## src/rtl/cia_pkg.sv

```systemverilog
// ----------------------------------------------------------------------------
// Complex integer ALU package
// Operation codes, queue entry types and sizes shared by the ALU modules.
// ----------------------------------------------------------------------------
package cia_pkg;

	typedef enum logic [2:0] {
		OP_ADD = 3'd0,
		OP_SUB = 3'd1,
		OP_MUL = 3'd2,
		OP_DIV = 3'd3,
		OP_MAG = 3'd4
	} op_t;

	// Classified operation carried from the front to the back.
	typedef enum logic [1:0] {
		K_NONE,
		K_ADDSUB,
		K_MUL,
		K_DIVMAG
	} kind_t;

	typedef struct packed {
		logic [2:0]  cmd;
		kind_t       kind;
		logic [31:0] a_re;
		logic [31:0] a_im;
		logic [31:0] b_re;
		logic [31:0] b_im;
	} item_t;

	typedef struct packed {
		logic [31:0] res_re;
		logic [31:0] res_im;
		logic        div_zero;
	} result_t;

	localparam int QDepth = 4;
	localparam int QAw = $clog2(QDepth);

endpackage

```

## src/rtl/cia_fifo.sv

```systemverilog
// ----------------------------------------------------------------------------
// Complex integer ALU item queue
// Small register queue with push/full and pop/empty sides.
// ----------------------------------------------------------------------------
module cia_fifo import cia_pkg::*; (
	input  logic  clk,
	input  logic  arst_n,
	input  logic  push,
	input  item_t wdata,
	output logic  full,
	input  logic  pop,
	output item_t rdata,
	output logic  empty
);

	item_t            mem_q [QDepth];
	logic [QAw-1:0]   wp_q, rp_q;
	logic [QAw:0]     cnt_q;
	logic             do_push, do_pop;

	assign full    = cnt_q == (QAw+1)'(QDepth);
	assign empty   = cnt_q == '0;
	assign do_push = push && !full;
	assign do_pop  = pop && !empty;
	assign rdata   = mem_q[rp_q];

	always_ff @(posedge clk) begin
		if (do_push) mem_q[wp_q] <= wdata;
	end

	always_ff @(posedge clk or negedge arst_n) begin
		if (!arst_n) begin
			wp_q  <= '0;
			rp_q  <= '0;
			cnt_q <= '0;
		end else begin
			if (do_push) wp_q <= wp_q + 1'b1;
			if (do_pop) rp_q <= rp_q + 1'b1;
			cnt_q <= cnt_q + (QAw+1)'(do_push) - (QAw+1)'(do_pop);
		end
	end

endmodule

```

## config.mk

```make
export PLATFORM = sky130hd
export DESIGN_NAME = cia_fifo
export DESIGN_NICKNAME = d
export VERILOG_FILES = /design/src/rtl/cia_pkg.sv /design/src/rtl/cia_fifo.sv
export SDC_FILE = /design/constraint.sdc
export NUM_CORES = 1
export LEC_CHECK = 0
export BUFFER_PORTS_ARGS = -buffer_cell sky130_fd_sc_hd__buf_2
export CORE_ASPECT_RATIO = 1.2
export CORE_MARGIN = 3
export CORE_UTILIZATION = 53
export CTS_BUF_LIST = sky130_fd_sc_hd__clkbuf_4 sky130_fd_sc_hd__clkbuf_8
export CTS_CLUSTER_DIAMETER = 40
export DETAILED_ROUTE_END_ITERATION = 6
export PLACE_DENSITY = 0.77
export SLEW_MARGIN = 5
export SYNTH_ARGS = -nofsm -noshare
export SYNTH_HDL_FRONTEND = slang
export SYNTH_SLANG_ARGS = --single-unit
```

## constraint.sdc

```tcl
create_clock -name clk -period 3.95 [get_ports clk]
set_input_delay 0.79 -clock clk [delete_from_list [all_inputs] [get_ports clk]]
set_output_delay 0.79 -clock clk [all_outputs]
set_load 0.01 [all_outputs]
```

Yosys cells after proc, flatten, opt, wreduce, memory -nomap -nowiden:

Memory sizes are Yosys's and may differ from the RTL's.
Index checks and enable logic that the tools add are counted.

* memory bits (writable): 532
* output and inout bits: 135
* register bits: 7
* memories: 1
* word-level logic and storage cells: 16

* reduce and logical (&&, ||, !) cells: 5
* add/subtract/negate cells: 4
* eq/ne operators: 1
* muxes and demuxes: 2

Memories
* mem_q: depth 4, bits a word 133, read ports 1, clocked after memory_dff 0, wr ports 1, RTL line cia_fifo.sv:16 `item_t mem_q [QDepth];`

Operator list (count)
* $add 2x1->2 const B: 2
* $add 3x1->3: 1
* $eq 3x3->1 const B: 1
* $logic_not 3->1: 1
* $sub 3x1->3: 1
* $logic_and 1x1->1: 2
* $logic_not 1->1: 2
* $mux 1: 2

Logic depth before layout (Yosys ltp):

* depth after elaboration: 5
* mapped depth: 8
* gate-level depth less buffers: 8

Least setup slack after synthesis:

No wires, ideal clock.

* kind: input-to-reg
* start point: in push
* end point: mem mem_q[0][0] (netlist bit) (enable)
* data arrival time: 3.906 ns
* path slack: -0.465 ns
* path buffers: 0
* library setup time: 0.509 ns
* cell stages on the path: 1
* cells stage by stage: and3b_1

* longest elaborated chain between the ends: 3

RTL lines
* start, declared: RTL line cia_fifo.sv:8 `input logic push,`
* $logic_and 1x1->1: RTL line cia_fifo.sv:23 `assign do_push = push && !full;`
* $mux 1: RTL line cia_fifo.sv:28 `if (do_push) mem_q[wp_q] <= wdata;`
* $mux 1 (not written as such): RTL line cia_fifo.sv:28
* end, declared: RTL line cia_fifo.sv:16

No other way between the ends.

==> impl_metrics.tcl <==
set metrics [dict create \
    switching_power_summed_over_all_nets_mw 5.00 \
    routedLengthMet1_um 14300 \
    power.density_cell_area_nw_per_um2 747 \
    critical_path.endpoint_type "output port" \
    clock-skew-final_ns 0.0150 \
    layout.nets 1220 \
    design.portCount 272 \
    cts_max_level 3 \
    worst-endpoint-required_ns 3.16 \
    power.share.sequential 0.452 \
    synth_cell_type_count 20 \
    place.gp.congestion 0.729 \
    startpoint_kind_of_the_worst_setup_timing_path "flop" \
    ant_nets 0 \
    min-delay-path-class "primary input to flop" \
    route.detailed.wl_per_inst_um 22.4 \
    vias_in_the_first_global_route 9506 \
    synthesis.area_um2 19600 \
    clock_latency_ns 0.59 \
    synth-seq-area-share 0.823 \
    dr_total_vias 8918 \
    yosys_warnings 0 \
    worst-endpoint-arrival_ns 2.50 \
    route.met3.wl_um 2770 \
    clock_path_buffers 3 \
    antenna_found_initial 2 \
    cellInternalPower_mw 12.4 \
    finalCritPeriodShare 0.832 \
    r2r_cells 8 \
    grt_setup_unrepaired "no" \
    cts_root_buffer "clkbuf_8" \
    number_of_buffer_cells_added_on_primary_ports 271 \
    layout_min_cycle_time_ns 3.29 \
    whs_path_depth 1 \
    synthesis.area_per_instance_um2 26.7 \
    max_fclk_mhz 304 \
    final-hold-violation-count 0 \
    vdd.ir_drop.worst_mv 0.483 \
    proportion_of_layout_cells_with_a_drive_suffix_above_1 0.483 \
    rows 76 \
    timing.final.max_slew_violations 0 \
    grt_start_max_net_pins 81 \
    initial_utilization 0.542 \
    synthesis.instances 736 \
    share_clk_of_total_power 0.260 \
    timing.setup.tns_ns 0 \
    tritoncts "built" \
    timing.max_slew.rel_slack 0.400 \
    coreArea_um2 36200 \
    area_delta_synth_final_pct 18.6 \
    clk_transition_reported_paths_ns 0.06 \
    routed_wirelength_um 36100 \
    gr-usage-all-layers 0.185 \
    synth_nets 880 \
    result_of_the_run "finished, final reports clean" \
    comb_power_share 0.288 \
    ys_seq_elements 539 \
    detail_route.vias_per_cell 5.54 \
    met2WireLength_um 18400 \
    cp_max_fo 21 \
    path_class "flop to output port" \
    hpwl_um 21100 \
    die_area_um2 39400 \
    gr-total-overflow 0 \
    drt-initial-drc-count 609 \
    grt_first_pass_wirelength_um 55300 \
    drc_errors 0 \
    switching_share 0.287 \
    power_leakage_nw 7.96 \
    setup_violations 0 \
    cap_violations 0 \
    die_w_um 182 \
    maxUsedRoutingLayer "met5" \
    worst_pin_slew_ns 0.900 \
    final_core_util 0.642 \
    fp.dieH_um 217 \
    cts_sinks 539 \
    detail_route.first_pass.iterations 7 \
    cts_buffers 82 \
]
## layout by cell type (no fill, tap or decap)
cell type and instances:
o311ai_0 1, edfxtp_1 532, fa_1 1, dlygate4sd3_1 1, diode_2 3, ha_1 6
clkbuf_4 23, dfrtp_1 5, xnor2_1 4, buf_4 6, nor3b_2 1, nand2_1 1
mux4_2 133, nand2b_1 4, o211ai_1 2, buf_12 8, inv_1 6, clkinv_2 8
clkinv_1 22, o31ai_1 1, clkbuf_8 85, nor3_1 1, dfrtp_4 2, nand4bb_1 2
and3b_4 4, clkinvlp_4 4, buf_2 271, bufinv_16 5
## timing repair
item / 4_1_cts / 5_1_grt
hold buffers: 1 / 0
buffers inserted: 0 / 0
endpoints found under the hold margin: 7 / 0
setup endpoints to repair: 0 / 0
gates resized for setup: 0 / 0
## sequential cells by signal (all words and copies together), names as in the netlist
name and flops:
wp_q 2, mem_q 532, rp_q 2, cnt_q 3
## cells by family (layout without fill, tap and decap cells)
| group | after synthesis | count (layout) | share of synthesized area |
|---|---|---|---|
| and+or+nand+nor | 13 | 13 | 0.00529 |
| other | 0 | 3 | 0 |
| AOI/OAI and AO/OA | 4 | 4 | 0.00159 |
| DFF | 539 | 539 | 0.823 |
| muxes | 133 | 133 | 0.153 |
| xor gates and xnor gates | 4 | 4 | 0.00179 |
| adders and majority gates | 7 | 7 | 0.00485 |
| buffers and inverters | 36 | 439 | 0.0108 |
## cells in the mapped netlist
cell type  instances  area, µm²
and3b_1            4       35.0
buf_2             16       80.1
buf_4              1       7.51
buf_6              7       78.8
clkbuf_1           6       22.5
dfrtp_1            7        175
edfxtp_1         532      16000
fa_1               1       20.0
ha_1               6       75.1
inv_1              6       22.5
mux4_2           133       3000
nand2_1            1       3.75
nand2b_1           4       25.0
nand4bb_1          2       22.5
nor3_1             1       5.00
nor3b_2            1       12.5
o211ai_1           2       15.0
o311ai_0           1       8.76
o31ai_1            1       7.51
xnor2_1            4       35.0
## cell type report
| class | count | area (µm²) |
|---|---|---|
| well taps | 468 | 586 |
| flip-flops and latches | 539 | 16200 |
| clock inverters | 39 | 303 |
| inverters | 6 | 22.5 |
| repair buffers | 286 | 1570 |
| multi-input cells | 161 | 3280 |
| fillers | 2418 | 13000 |
| diodes | 3 | 7.51 |
| clock buffers | 108 | 1340 |
## per-stage QoR
step	instance area [µm²]	power, mW	worst slack (ns)	hold slack (ns)	instances
2_1_floorplan	19600	11.2	1.04	0.494	736
3_3_place_gp	21600	13.0	1.24	0.577	1459
3_5_place_dp	21600	13.1	1.23	0.605	1459
4_1_cts	23300	17.7	0.542	0.340	1607
5_1_grt	23300	18.3	0.486	0.349	1607
6_report	23300	17.4	0.663	0.404	1610
## power by group through the flow
stage / Clock [mW] / Combinational, mW / Sequential [mW]
2_1_floorplan: 0 / 3.34 / 7.86
3_3_place_gp: 0 / 5.10 / 7.92
3_5_place_dp: 0 / 5.11 / 7.99
4_1_cts: 4.67 / 5.15 / 7.88
5_1_grt: 4.93 / 5.40 / 7.95
6_report: 4.52 / 5.00 / 7.86
## critical path, cell delays in order (launching register included)
cell and delay (ns):
dfrtp_4 0.71, buf_4 0.43, mux4_2 0.58, buf_2 0.16
## worst paths after layout
path	startpoint	endpoint	slack [ns]
max	rp_q[0]$_DFFE_PN0P_	rdata[33]	0.66
min	wdata[131]	mem_q[3][131]$_DFFE_PP_	0.40
max reg2reg	cnt_q[1]$_DFF_PN0_	cnt_q[2]$_DFF_PN0_	1.63
min reg2reg	wp_q[1]$_DFFE_PN0P_	wp_q[1]$_DFFE_PN0P_	0.62
max in group asynchronous	arst_n	rp_q[0]$_DFFE_PN0P_	3.17
min in group asynchronous	arst_n	cnt_q[1]$_DFF_PN0_	0.57
## metal layers
metal	up-vias	GRT usage
met3	42	0.0588
li1	3898	-
met2	301	0.296
met4	2	0.0582
met5	-	0
met1	4675	0.246
Power figures use the tool's default switching activity.
